===== src/rtl/hbrp_pkg.sv =====
// shared types, character codes and prefix table for the byte range parser
package hbrp_pkg;

    typedef enum logic [2:0] {
        PH_PREFIX = 3'd0,
        PH_A_LEAD = 3'd1,
        PH_A_SIGN = 3'd2,
        PH_A_DIG  = 3'd3,
        PH_DASH   = 3'd4,
        PH_B_LEAD = 3'd5,
        PH_B_SIGN = 3'd6,
        PH_B_DIG  = 3'd7
    } phase_t;

    localparam int unsigned NUM_BITS   = 64;
    localparam int unsigned PREFIX_LEN = 6;

    localparam logic [2:0] PREFIX_LAST = 3'(PREFIX_LEN - 1);

    localparam logic [7:0] CHAR_COMMA = 8'h2c;
    localparam logic [7:0] CHAR_PLUS  = 8'h2b;
    localparam logic [7:0] CHAR_MINUS = 8'h2d;
    localparam logic [7:0] CHAR_SPACE = 8'h20;
    localparam logic [7:0] CHAR_TAB   = 8'h09;
    localparam logic [7:0] CHAR_CR    = 8'h0d;
    localparam logic [7:0] CHAR_ZERO  = 8'h30;
    localparam logic [7:0] CHAR_NINE  = 8'h39;

    // characters of "bytes="
    function automatic logic [7:0] prefix_char(input logic [2:0] pos);
        logic [7:0] ch;
        unique case (pos)
            3'd0:    ch = 8'h62;
            3'd1:    ch = 8'h79;
            3'd2:    ch = 8'h74;
            3'd3:    ch = 8'h65;
            3'd4:    ch = 8'h73;
            3'd5:    ch = 8'h3d;
            default: ch = 8'h00;
        endcase
        return ch;
    endfunction

    function automatic logic is_space(input logic [7:0] c);
        return (c == CHAR_SPACE) || ((c >= CHAR_TAB) && (c <= CHAR_CR));
    endfunction

    function automatic logic is_digit(input logic [7:0] c);
        return (c >= CHAR_ZERO) && (c <= CHAR_NINE);
    endfunction

endpackage


===== src/rtl/http_byte_range_parser.sv =====
// single byte range parser for an http range header value
//
// the request channel (byte_valid / byte_stall) carries one header byte per
// request with the resource size and a flag on the final byte. the result
// channel (range_valid / range_stall) carries one result per header value,
// sent for the request flagged last_byte: range_ok, range_start and
// range_len (zero when not ok).
// a request enters an input register and is parsed there against the running
// state, and a final byte moves to a check stage whose answer is registered
// in the output register.
// one request is taken every cycle while byte_stall is low; the per-byte
// multiply-by-ten-add on the 64-bit accumulator sets the cycle time.
// each stage holds its contents while the stage after it is full and stalled,
// so bytes that cause no result keep flowing while a result waits; byte_stall
// rises only when every stage up to the output register is blocked.
// reset empties all stages and returns the parser to the start of a value;
// after each final byte the parser also returns there by itself.
module http_byte_range_parser #(
    parameter int unsigned SIZE_BITS = 27
) (
    input  logic                   clk,
    input  logic                   rst_n,
    input  logic                   byte_valid,
    output logic                   byte_stall,
    input  logic [7:0]             value_byte,
    input  logic [SIZE_BITS-1:0]   total_size,
    input  logic                   last_byte,
    output logic                   range_valid,
    input  logic                   range_stall,
    output logic                   range_ok,
    output logic [SIZE_BITS-2:0]   range_start,
    output logic [SIZE_BITS-1:0]   range_len
);

    localparam int unsigned NB = hbrp_pkg::NUM_BITS;
    localparam logic [SIZE_BITS-1:0] SIZE_MAX = SIZE_BITS'(1) << (SIZE_BITS - 1);

    // input register
    logic                 in_valid_reg, in_valid_next;
    logic [7:0]           in_byte_reg;
    logic [SIZE_BITS-1:0] in_size_reg;
    logic                 in_last_reg;

    // parser state
    hbrp_pkg::phase_t phase_reg, phase_next;
    logic [2:0]       pos_reg, pos_next;
    logic [NB-1:0]    acc_reg, acc_next;
    logic             ovf_reg, ovf_next;
    logic             neg_reg, neg_next;
    logic [NB-1:0]    first_reg, first_next;
    logic             rej_reg, rej_next;

    // check stage
    logic                 chk_valid_reg, chk_valid_next;
    logic                 chk_pre_reg;
    logic                 chk_dash_reg;
    logic                 chk_neg_reg;
    logic [NB-1:0]        chk_first_reg;
    logic [NB-1:0]        chk_acc_reg;
    logic [SIZE_BITS-1:0] chk_total_reg;

    // output register
    logic                 out_valid_reg, out_valid_next;
    logic                 out_ok_reg;
    logic [SIZE_BITS-2:0] out_start_reg;
    logic [SIZE_BITS-1:0] out_len_reg;

    logic ready_out, ready_chk, ready_in, consume, chk_adv;

    // parsed values after the current byte
    hbrp_pkg::phase_t phase_f;
    logic [2:0]       pos_f;
    logic [NB-1:0]    acc_f;
    logic             ovf_f;
    logic             neg_f;
    logic [NB-1:0]    first_f;
    logic             rej_f;

    logic [NB+3:0]        acc_x10;
    logic                 add_ovf;
    logic [7:0]           c;
    logic                 c_space, c_digit, c_sign;
    logic [SIZE_BITS-1:0] total_clamp;

    logic [NB-1:0]        total_ext, last_val, len_full;
    logic                 chk_ok;

    // handshake
    assign ready_out  = !out_valid_reg || !range_stall;
    assign chk_adv    = chk_valid_reg && ready_out;
    assign ready_chk  = !chk_valid_reg || ready_out;
    assign consume    = in_valid_reg && (!in_last_reg || ready_chk);
    assign ready_in   = !in_valid_reg || consume;
    assign byte_stall = !ready_in;

    assign c       = in_byte_reg;
    assign c_space = hbrp_pkg::is_space(c);
    assign c_digit = hbrp_pkg::is_digit(c);
    assign c_sign  = (c == hbrp_pkg::CHAR_PLUS) || (c == hbrp_pkg::CHAR_MINUS);

    // acc * 10 + digit, overflow when it leaves 64 bits
    assign acc_x10 = {1'b0, acc_reg, 3'b000} + {3'b000, acc_reg, 1'b0}
                   + {{(NB-4){1'b0}}, (c - hbrp_pkg::CHAR_ZERO)};
    assign add_ovf = |acc_x10[NB+3:NB];

    // byte parser
    always_comb
    begin
        phase_f = phase_reg;
        pos_f   = pos_reg;
        acc_f   = acc_reg;
        ovf_f   = ovf_reg;
        neg_f   = neg_reg;
        first_f = first_reg;
        rej_f   = rej_reg;
        if (!rej_reg)
        begin
            if (c == hbrp_pkg::CHAR_COMMA)
            begin
                rej_f = 1'b1;
            end
            else
            begin
                unique case (phase_reg)
                    hbrp_pkg::PH_PREFIX:
                    begin
                        if (c == hbrp_pkg::prefix_char(pos_reg))
                        begin
                            pos_f = pos_reg + 3'd1;
                            if (pos_reg == hbrp_pkg::PREFIX_LAST)
                                phase_f = hbrp_pkg::PH_A_LEAD;
                        end
                        else
                            rej_f = 1'b1;
                    end
                    hbrp_pkg::PH_A_LEAD, hbrp_pkg::PH_DASH, hbrp_pkg::PH_B_LEAD:
                    begin
                        if (c_space)
                        begin
                            phase_f = (phase_reg == hbrp_pkg::PH_A_LEAD) ?
                                      hbrp_pkg::PH_A_LEAD : hbrp_pkg::PH_B_LEAD;
                        end
                        else if (c_sign)
                        begin
                            neg_f   = (c == hbrp_pkg::CHAR_MINUS);
                            phase_f = (phase_reg == hbrp_pkg::PH_A_LEAD) ?
                                      hbrp_pkg::PH_A_SIGN : hbrp_pkg::PH_B_SIGN;
                        end
                        else if (c_digit)
                        begin
                            if (!ovf_reg)
                            begin
                                if (add_ovf)
                                    ovf_f = 1'b1;
                                else
                                    acc_f = acc_x10[NB-1:0];
                            end
                            phase_f = (phase_reg == hbrp_pkg::PH_A_LEAD) ?
                                      hbrp_pkg::PH_A_DIG : hbrp_pkg::PH_B_DIG;
                        end
                        else
                            rej_f = 1'b1;
                    end
                    hbrp_pkg::PH_A_SIGN, hbrp_pkg::PH_B_SIGN:
                    begin
                        if (c_digit)
                        begin
                            if (!ovf_reg)
                            begin
                                if (add_ovf)
                                    ovf_f = 1'b1;
                                else
                                    acc_f = acc_x10[NB-1:0];
                            end
                            phase_f = (phase_reg == hbrp_pkg::PH_A_SIGN) ?
                                      hbrp_pkg::PH_A_DIG : hbrp_pkg::PH_B_DIG;
                        end
                        else
                            rej_f = 1'b1;
                    end
                    hbrp_pkg::PH_A_DIG:
                    begin
                        if (c_digit)
                        begin
                            if (!ovf_reg)
                            begin
                                if (add_ovf)
                                    ovf_f = 1'b1;
                                else
                                    acc_f = acc_x10[NB-1:0];
                            end
                        end
                        else if ((c == hbrp_pkg::CHAR_MINUS) && !ovf_reg)
                        begin
                            first_f = neg_reg ? (NB'(0) - acc_reg) : acc_reg;
                            acc_f   = '0;
                            ovf_f   = 1'b0;
                            neg_f   = 1'b0;
                            phase_f = hbrp_pkg::PH_DASH;
                        end
                        else
                            rej_f = 1'b1;
                    end
                    hbrp_pkg::PH_B_DIG:
                    begin
                        if (c_digit)
                        begin
                            if (!ovf_reg)
                            begin
                                if (add_ovf)
                                    ovf_f = 1'b1;
                                else
                                    acc_f = acc_x10[NB-1:0];
                            end
                        end
                        else
                            rej_f = 1'b1;
                    end
                    default:
                        rej_f = 1'b1;
                endcase
            end
        end
    end

    // state and stage valid next values
    always_comb
    begin
        phase_next = phase_reg;
        pos_next   = pos_reg;
        acc_next   = acc_reg;
        ovf_next   = ovf_reg;
        neg_next   = neg_reg;
        first_next = first_reg;
        rej_next   = rej_reg;
        if (consume)
        begin
            if (in_last_reg)
            begin
                phase_next = hbrp_pkg::PH_PREFIX;
                pos_next   = '0;
                acc_next   = '0;
                ovf_next   = 1'b0;
                neg_next   = 1'b0;
                first_next = '0;
                rej_next   = 1'b0;
            end
            else
            begin
                phase_next = phase_f;
                pos_next   = pos_f;
                acc_next   = acc_f;
                ovf_next   = ovf_f;
                neg_next   = neg_f;
                first_next = first_f;
                rej_next   = rej_f;
            end
        end

        in_valid_next = in_valid_reg;
        if (ready_in)
            in_valid_next = byte_valid;

        chk_valid_next = chk_valid_reg;
        if (consume && in_last_reg)
            chk_valid_next = 1'b1;
        else if (chk_adv)
            chk_valid_next = 1'b0;

        out_valid_next = out_valid_reg;
        if (ready_out)
            out_valid_next = chk_valid_reg;
    end

    // size clamp
    assign total_clamp = (in_size_reg > SIZE_MAX) ? SIZE_MAX : in_size_reg;

    // range check
    assign total_ext = {{(NB-SIZE_BITS){1'b0}}, chk_total_reg};
    always_comb
    begin
        if (chk_dash_reg)
            last_val = (chk_total_reg == '0) ? '0 : (total_ext - NB'(1));
        else
            last_val = chk_neg_reg ? (NB'(0) - chk_acc_reg) : chk_acc_reg;
    end
    assign chk_ok   = chk_pre_reg && (chk_first_reg < total_ext)
                    && (last_val >= chk_first_reg) && (last_val < total_ext);
    assign len_full = last_val - chk_first_reg + NB'(1);

    always_ff @(posedge clk or negedge rst_n)
    begin
        if (!rst_n)
        begin
            in_valid_reg  <= 1'b0;
            chk_valid_reg <= 1'b0;
            out_valid_reg <= 1'b0;
            phase_reg     <= hbrp_pkg::PH_PREFIX;
            pos_reg       <= '0;
            acc_reg       <= '0;
            ovf_reg       <= 1'b0;
            neg_reg       <= 1'b0;
            first_reg     <= '0;
            rej_reg       <= 1'b0;
        end
        else
        begin
            in_valid_reg  <= in_valid_next;
            chk_valid_reg <= chk_valid_next;
            out_valid_reg <= out_valid_next;
            phase_reg     <= phase_next;
            pos_reg       <= pos_next;
            acc_reg       <= acc_next;
            ovf_reg       <= ovf_next;
            neg_reg       <= neg_next;
            first_reg     <= first_next;
            rej_reg       <= rej_next;
        end
    end

    // payload registers
    always_ff @(posedge clk)
    begin
        if (byte_valid && ready_in)
        begin
            in_byte_reg <= value_byte;
            in_size_reg <= total_size;
            in_last_reg <= last_byte;
        end
        if (consume && in_last_reg)
        begin
            chk_pre_reg   <= !rej_f && !ovf_f &&
                             ((phase_f == hbrp_pkg::PH_DASH) || (phase_f == hbrp_pkg::PH_B_DIG));
            chk_dash_reg  <= (phase_f == hbrp_pkg::PH_DASH);
            chk_neg_reg   <= neg_f;
            chk_first_reg <= first_f;
            chk_acc_reg   <= acc_f;
            chk_total_reg <= total_clamp;
        end
        if (chk_adv)
        begin
            out_ok_reg    <= chk_ok;
            out_start_reg <= chk_ok ? chk_first_reg[SIZE_BITS-2:0] : '0;
            out_len_reg   <= chk_ok ? len_full[SIZE_BITS-1:0] : '0;
        end
    end

    assign range_valid = out_valid_reg;
    assign range_ok    = out_ok_reg;
    assign range_start = out_start_reg;
    assign range_len   = out_len_reg;

endmodule


===== config.mk =====
export PLATFORM = sky130hd
export DESIGN_NAME = http_byte_range_parser
export DESIGN_NICKNAME = d
export VERILOG_FILES = /design/src/rtl/hbrp_pkg.sv /design/src/rtl/http_byte_range_parser.sv
export SDC_FILE = /design/constraint.sdc
export NUM_CORES = 1
export LEC_CHECK = 0
export ABC_AREA = 1
export BUFFER_PORTS_ARGS = -buffer_cell sky130_fd_sc_hd__buf_2
export CAP_MARGIN = 20
export CORE_MARGIN = 2
export CORE_UTILIZATION = 40
export CTS_CLUSTER_DIAMETER = 150
export CTS_CLUSTER_SIZE = 12
export DETAILED_ROUTE_END_ITERATION = 10
export GPL_ROUTABILITY_DRIVEN = 0
export SLEW_MARGIN = 5
export SYNTH_ARGS = -nofsm -noshare
export SYNTH_HDL_FRONTEND = slang
export SYNTH_SLANG_ARGS = --single-unit

===== constraint.sdc =====
create_clock -name clk -period 6.5 [get_ports clk]
set_input_delay 1.3 -clock clk [delete_from_list [all_inputs] [get_ports clk]]
set_output_delay 1.3 -clock clk [all_outputs]
set_load 0.02 [all_outputs]

==> results_dict.tcl, run 1 <==
set metrics [dict create \
    required_ps 6810 \
    cts.path.max_buffers 3 \
    yosysTopAreaCell "edfxtp_1" \
    wire_per_inst_um 18.36 \
    yosysSeqAreaShare 0.3189 \
    path_class "reg2reg" \
    p_switching_mw 3.377 \
    fillerInstances 8879 \
    post-route-period-util 0.8002 \
    powerDensity_nw_per_um2 224.3 \
    p_comb_frac 0.361 \
    drive_gt1_frac 0.05744 \
    die_w_um 297.0 \
    cts.sinks 388 \
    grt_setup_unrepaired "false" \
    antenna_cells 0 \
    cp-end-kind "flop" \
    dieArea_um2 88210 \
    power_mw 8.304 \
    synth_cells 4948 \
    tritoncts "done" \
    post_cts_resize_count 0 \
    ys_ff_latch 388 \
    cts_setup_buffers 0 \
    antenna_found_initial 0 \
    track_usage 0.2509 \
    die_h_um 297.0 \
    slew_headroom 0.3195 \
    startpoint "chk_total_reg[25]$_SDFFCE_PN0P_" \
    cts_made_buffers 38 \
    start_util 0.4033 \
    std_cell_rows 107 \
    max_freq_mhz 192.3 \
    detailed_place_hpwl_mm 87.59 \
    swShare 0.4067 \
    h-tree-depth 2 \
    drtIter0Drc 3501 \
    critPathLaunchType "flop" \
    reg2reg_from "chk_total_reg[25]$_SDFFCE_PN0P_" \
    crit_fanout 14 \
    dr.pass1.iters 8 \
    slew_violations 0 \
    syn_area_um2 34340 \
    rrSetupSlack_ps 1300 \
    synth_top_area_share 0.2169 \
    final_common_cell "nand2_1" \
    p_int_mw 4.927 \
    status "completed" \
    via_per_inst 5.390 \
    synth_flop_cell "edfxtp_1" \
    io_pins 96 \
    grt_pass1_vias 30850 \
    pwr-share-seq 0.376 \
    clkTransAtPathRegs_ps 70 \
    drcViolationCount 0 \
    syn_nets 5284 \
    synth_async_sr_flop_share 0.3608 \
    crit_end "range_len[21]$_SDFFCE_PN0P_" \
    finalSetupViolCount 0 \
    total_leakage_power_nw 17.90 \
    postCtsHoldBufs 0 \
    overflow 0 \
    hp-class "reg2reg" \
    final_nets 5293 \
    ys_warn_count 0 \
    clockRootBuffer "clkbuf_16" \
    arrival_ps 5510 \
    drv_cap 0 \
    synth_edf_count 248 \
    period_needed_ps 5201 \
    grt_pass1_wl_mm 176.1 \
    ant_nets 0 \
    vdd_drop_max_mv 0.1538 \
    ys_types 62 \
    synthTopCellsByArea "edfxtp_1 22%, nand2_1 16%, dfrtp_1 10%" \
    wl_mm 112.4 \
    regToRegEndpoint "range_len[21]$_SDFFCE_PN0P_" \
    skew_ps 24.73 \
    setup-tns-final_ps 0 \
    core_area_um2 85150 \
    io_buffers 95 \
    reg2reg_depth 24 \
    tightest_slew_ps 1018 \
    syn_avg_cell_area_um2 6.941 \
    grt_max_degree 118 \
    vias 33010 \
    worstSkewPairLatency_ps 590 \
    area_growth_pct 7.826 \
    final_cell_mix "1,433 x nand2_1, 659 x inv_1, 449 x nor2_1, 395 x nand3_1, 277 x ha_1" \
    clock_power_share 0.263 \
    hold_viol 0 \
]
==> worst max-delay path: stages, from the launching register on <==
cell and delay, ps:
edfxtp_1 390, inv_1 170, nand2_1 70, nor2_1 310
nand4_1 130, nor2_1 110, nand3_1 100, nand2_1 410
o21a_1 210, inv_1 70, ha_1 270, inv_1 100
ha_1 250, inv_1 70, fa_1 400, nor2_1 120
a211oi_1 80, o21ai_0 500, a21oi_1 230, o21ai_0 350
a21oi_1 160, o21ai_0 220, xor2_1 90, inv_1 100
nor2_4 30
==> how the worst min path moves through the flow <==
stage	cells after the start	endpoint	slack, ps	from
4_1_cts	2	first_reg[51]$_DFFE_PN0P_	480	first_reg[51]$_DFFE_PN0P_
3_5_place_dp	2	first_reg[51]$_DFFE_PN0P_	470	first_reg[51]$_DFFE_PN0P_
3_3_place_gp	2	first_reg[15]$_DFFE_PN0P_	460	first_reg[15]$_DFFE_PN0P_
2_1_floorplan	2	range_valid$_DFFE_PN0N_	450	chk_valid_reg$_DFFE_PN0P_
5_1_grt	2	first_reg[46]$_DFFE_PN0P_	510	first_reg[46]$_DFFE_PN0P_
6_report	2	first_reg[34]$_DFFE_PN0P_	480	first_reg[34]$_DFFE_PN0P_
==> Yosys cell counts (46+ instances only) <==
library cell  count
nand2_1        1435
inv_1           664
nor2_1          455
nand3_1         395
ha_1            277
a21oi_1         276
edfxtp_1        248
o21ai_0         181
dfrtp_1         140
clkbuf_1        110
xor2_1          109
a31oi_1          76
nand4_1          76
nor2_2           61
nor3_1           54
a21boi_1         46
==> power by group through the flow <==
stage | clock (mW) | combinational, mW | sequential [mW]
after floorplan | 0 | 2.11 | 3.06
after global placement | 0 | 2.92 | 3.16
after detailed placement | 0 | 2.93 | 3.16
after CTS | 2.24 | 2.94 | 3.11
after global routing | 2.32 | 3.34 | 3.14
final | 2.19 | 3.00 | 3.12
==> final cells by class <==
type                    count  area [um^2]  share of cell area
well taps                1144         1431             0.03866
clock buffers              58         1047             0.02828
inverters                 672         2529             0.06829
multi-input cells        3735        20270              0.5474
repair buffers            122        709.4             0.01916
flip-flops and latches    388        10950              0.2957
clock inverters             4        92.59            0.002500
==> stage by stage <==
step	utilization	worst slack (ps)	instance area, um^2	cells	hold slack (ps)
3_3_place_gp	0.4215	1362	35890	6061	461.7
6_report	0.4349	1299	37030	6123	481.4
2_1_floorplan	-	946.1	34340	4948	447.4
3_5_place_dp	0.4215	1295	35890	6061	466.4
5_1_grt	0.4349	801.8	37030	6123	505.8
4_1_cts	0.4349	1272	37030	6123	483.9
==> metal layers <==
metal | global-route usage | part of all wire | up-vias
met5 | 0 | 0 | -
met4 | 0.07961 | 0.034 | 0
met3 | 0.02249 | 0.063 | 176
met2 | 0.3905 | 0.44 | 1247
met1 | 0.3669 | 0.47 | 15300
li1 | - | - | 16290
==> kinds of logic (layout without fill, tap and decap cells) <==
| family | Yosys count | count (layout) | share of synthesized area |
|---|---|---|---|
| AND/OR/NAND/NOR | 2574 | 2574 | 0.3187 |
| flip-flops | 388 | 388 | 0.3189 |
| AO/OA/AOI/OAI | 725 | 725 | 0.1223 |
| buffers and inverters | 825 | 856 | 0.09236 |
| XOR/XNOR | 140 | 140 | 0.03571 |
| adder cells (fa/ha/maj) | 296 | 296 | 0.1120 |
No activity file was read; power rests on OpenSTA's default activity.
==> run 2, diff against run 1 <==
ABC_AREA = 0   (was 1)
clock period = 5.2 ns   (was 6.5 ns; I/O delays follow)
==> run 2 against run 1 <==
Net effect:
- clock-buffer cell count up 7
- register-to-register slack lost 1300 ps
- core utilization is 4.1 points higher
- the flow now finishes with violations (negative setup slack)
- worst hold slack worse by 59 ps
- power is 14% lower
- routed wire length down 26%
==> results_dict.tcl, run 2 <==
set metrics [dict create \
    status "complete, but fails checks" \
    failed_checks "negative setup slack" \
    postCtsHoldBufs 0 \
    start_util 0.4056 \
    skew_ps 60.62 \
    powerDensity_nw_per_um2 218.0 \
    grt_max_degree 149 \
    final_nets 3466 \
    dpl_cell_area_um2 30890 \
    wire_per_inst_um 20.45 \
    fillerInstances 6333 \
    fin_area_um2 32780 \
    period_needed_ps 5208 \
    slew_headroom 0.2716 \
    area_growth_pct 17.44 \
    vias 23680 \
    path_class "reg2reg" \
    std_cell_rows 96 \
    die_h_um 268.2 \
    io_buffers 95 \
    grt_setup_unrepaired "true" \
    drtIter0Drc 2034 \
    tightest_slew_ps 1093 \
    die_w_um 268.2 \
    final_cell_mix "271 x ha_1, 248 x edfxtp_1, 224 x buf_4, 200 x o21ai_0, 192 x a21oi_1" \
    syn_avg_cell_area_um2 9.699 \
    finish.utilization 0.4763 \
    met1_usage 0.3229 \
    cp_cell_sequence "or4_4 -> nor4_4 -> buf_4 -> buf_4 -> and2_1 -> nand2_1 -> or4_1 -> xnor2_1 -> o22ai_2 -> ha_4 -> nand4_1 -> o21ai_1 -> o21ai_2 -> a211oi_2 -> o41ai_2 -> a211o_1 -> a21oi_4 -> o211a_4 -> nand4_1 -> a31oi_1" \
    max_freq_mhz 192.0 \
    synthTopCellsByArea "edfxtp_1 27%, dfrtp_1 13%, ha_1 12%" \
    holdWs_ps 422.7 \
    h-tree-depth 2 \
    cts.path.max_buffers 3 \
    syn_area_um2 27910 \
    finalSetupViolCount 1 \
    yosysMostFrequentCell "ha_1" \
    pre_cts_ws_ps -338.9 \
    clockRootBuffer "clkbuf_16" \
    crit_family "compound AO/OA/AOI/OAI gates" \
    critPathLaunchType "flop" \
    drive_gt1_frac 0.1601 \
    synthTopCellsByCount "277 x ha_1, 248 x edfxtp_1, 209 x o21ai_0" \
    hold_viol 0 \
    synth_flop_cell "edfxtp_1" \
    hp-class "in2async" \
    overflow 0 \
    worstSkewPairLatency_ps 610 \
    synth_top_area_share 0.2668 \
    syn_nets 3214 \
    slew_violations 0 \
    cp_slowest_stage_delay_ps 580 \
    vdd_drop_max_mv 0.2227 \
    synth_edf_count 248 \
    synth_async_sr_flop_share 0.3608 \
    tritoncts "done" \
    via_per_inst 5.787 \
    ys_ff_latch 388 \
    yosysSeqAreaShare 0.3923 \
    cts_made_buffers 38 \
    dr.pass1.iters 8 \
    busiest_layer "met2" \
    detailed_place_hpwl_mm 63.14 \
    core_area_um2 68830 \
    path_buf_inv 2 \
    required_ps 5620 \
    clkTransAtPathRegs_ps 70 \
    antenna_found_initial 2 \
    ys_warn_count 0 \
    grtUsageMet2 0.3595 \
    post-route-period-util 1.002 \
    drv_cap 0 \
    cp-end-kind "flop" \
    arrival_ps 5620 \
    dieArea_um2 71920 \
    drcViolationCount 0 \
    grt_pass1_wl_mm 128.8 \
    wl_mm 83.68 \
    yosysTopAreaCell "edfxtp_1" \
    crit_fanout 7 \
    total_leakage_power_nw 14.54 \
    grt_pass1_vias 23090 \
    worst_path_max_delay_cell "or4_4" \
    met3_usage 0.02465 \
    ant_nets 0 \
    final_common_cell "ha_1" \
    cts.sinks 388 \
    synth_cells 2878 \
    timing.final.ws_setup_ps -8.117 \
    io_pins 96 \
    track_usage 0.2282 \
    ys_types 78 \
]
-- run 2: cell types whose count changed after synthesis, sizes merged, moves of 61 or more --
| cell | before | now |
|---|---|---|
| nand3 | 398 | 44 |
| and2 | 4 | 79 |
| a21oi | 278 | 196 |
| nand2 | 1442 | 192 |
| a22o | 18 | 173 |
| inv | 668 | 151 |
| a21boi | 68 | 7 |
| nor2 | 526 | 179 |
-- run 2: area by class of cell --
type,count,area (um^2),share of cell area
antenna,1,2.502,0.00007634
clock buffer,65,1052,0.03210
clock inverter,5,75.07,0.002290
inverter,151,566.8,0.01729
multi-input combinational,2212,16440,0.5014
sequential,388,10950,0.3341
tap,931,1165,0.03553
timing repair buffer,339,2531,0.07721
-- run 2: cell families after synthesis --
kind of cell               after synthesis  synth area share
AOI/OAI and AO/OA                      871            0.2081
xor gates and xnor gates               230           0.07217
adders and majority gates              296            0.1378
buffers and inverters                  284           0.03971
DFF                                    388            0.3923
muxes                                    9          0.003362
and+or+nand+nor                        800            0.1466
-- run 2: path summary, 6_finish.rpt --
path                       depth (start not counted)                            from  slack [ps]                     endpoint
max                                               20  chk_total_reg[2]$_SDFFCE_PN0P_          -8  range_len[25]$_SDFFCE_PN0P_
min                                                1                           rst_n         420      acc_reg[63]$_DFFE_PN0P_
max reg2reg                                       20  chk_total_reg[2]$_SDFFCE_PN0P_          -8  range_len[25]$_SDFFCE_PN0P_
min reg2reg                                        2       first_reg[54]$_DFFE_PN0P_         480    first_reg[54]$_DFFE_PN0P_
max in group asynchronous                          3                           rst_n        3490    first_reg[15]$_DFFE_PN0P_
min in group clk                                   2       first_reg[54]$_DFFE_PN0P_         480    first_reg[54]$_DFFE_PN0P_
-- run 2: worst register-to-register path, delay by kind of cell, from the launching register on --
kind,cells,cell delay [ps]
flip-flops,1,390
XOR/XNOR,1,230
AO/OA/AOI/OAI,9,2120
AND/OR/NAND/NOR,7,1680
adder cells (fa/ha/maj),1,320
buffers and inverters,2,300
-- run 2: repair_timing --
item | in CTS | in global routing
pin swaps | 12 | 43
gates resized for setup | 29 | 76
gates cloned | 4 | 4
buffers inserted | 4 | 16
setup endpoints to repair | 182 | 163
hold endpoints to repair | 0 | 0
-- run 2: metrics by stage --
step,cells,power (mW),TNS (ps)
floorplan,2878,4.096,0
global placement,3993,4.490,-27470
CTS,4071,7.153,0
global route,4091,7.432,-6775
finish,4092,7.145,-8.117
detailed placement,3993,4.513,-34970
-- run 2: layer usage --
layer  wire length, um  vias up
met5                 0        -
met4              3453        0
met3              5180      187
met2             36740      871
met1             38300    11380
li1                  -    11250
-- run 2: report_power, final --
| group | internal [mW] | switching (mW) | total [mW] | leakage, nW |
|---|---|---|---|---|
| logic | 0.446 | 0.596 | 1.04 | 9.68 |
| clock network | 1.39 | 1.23 | 2.62 | 0.529 |
| registers | 3.39 | 0.0890 | 3.48 | 4.33 |
| total | 5.23 | 1.91 | 7.15 | 14.5 |
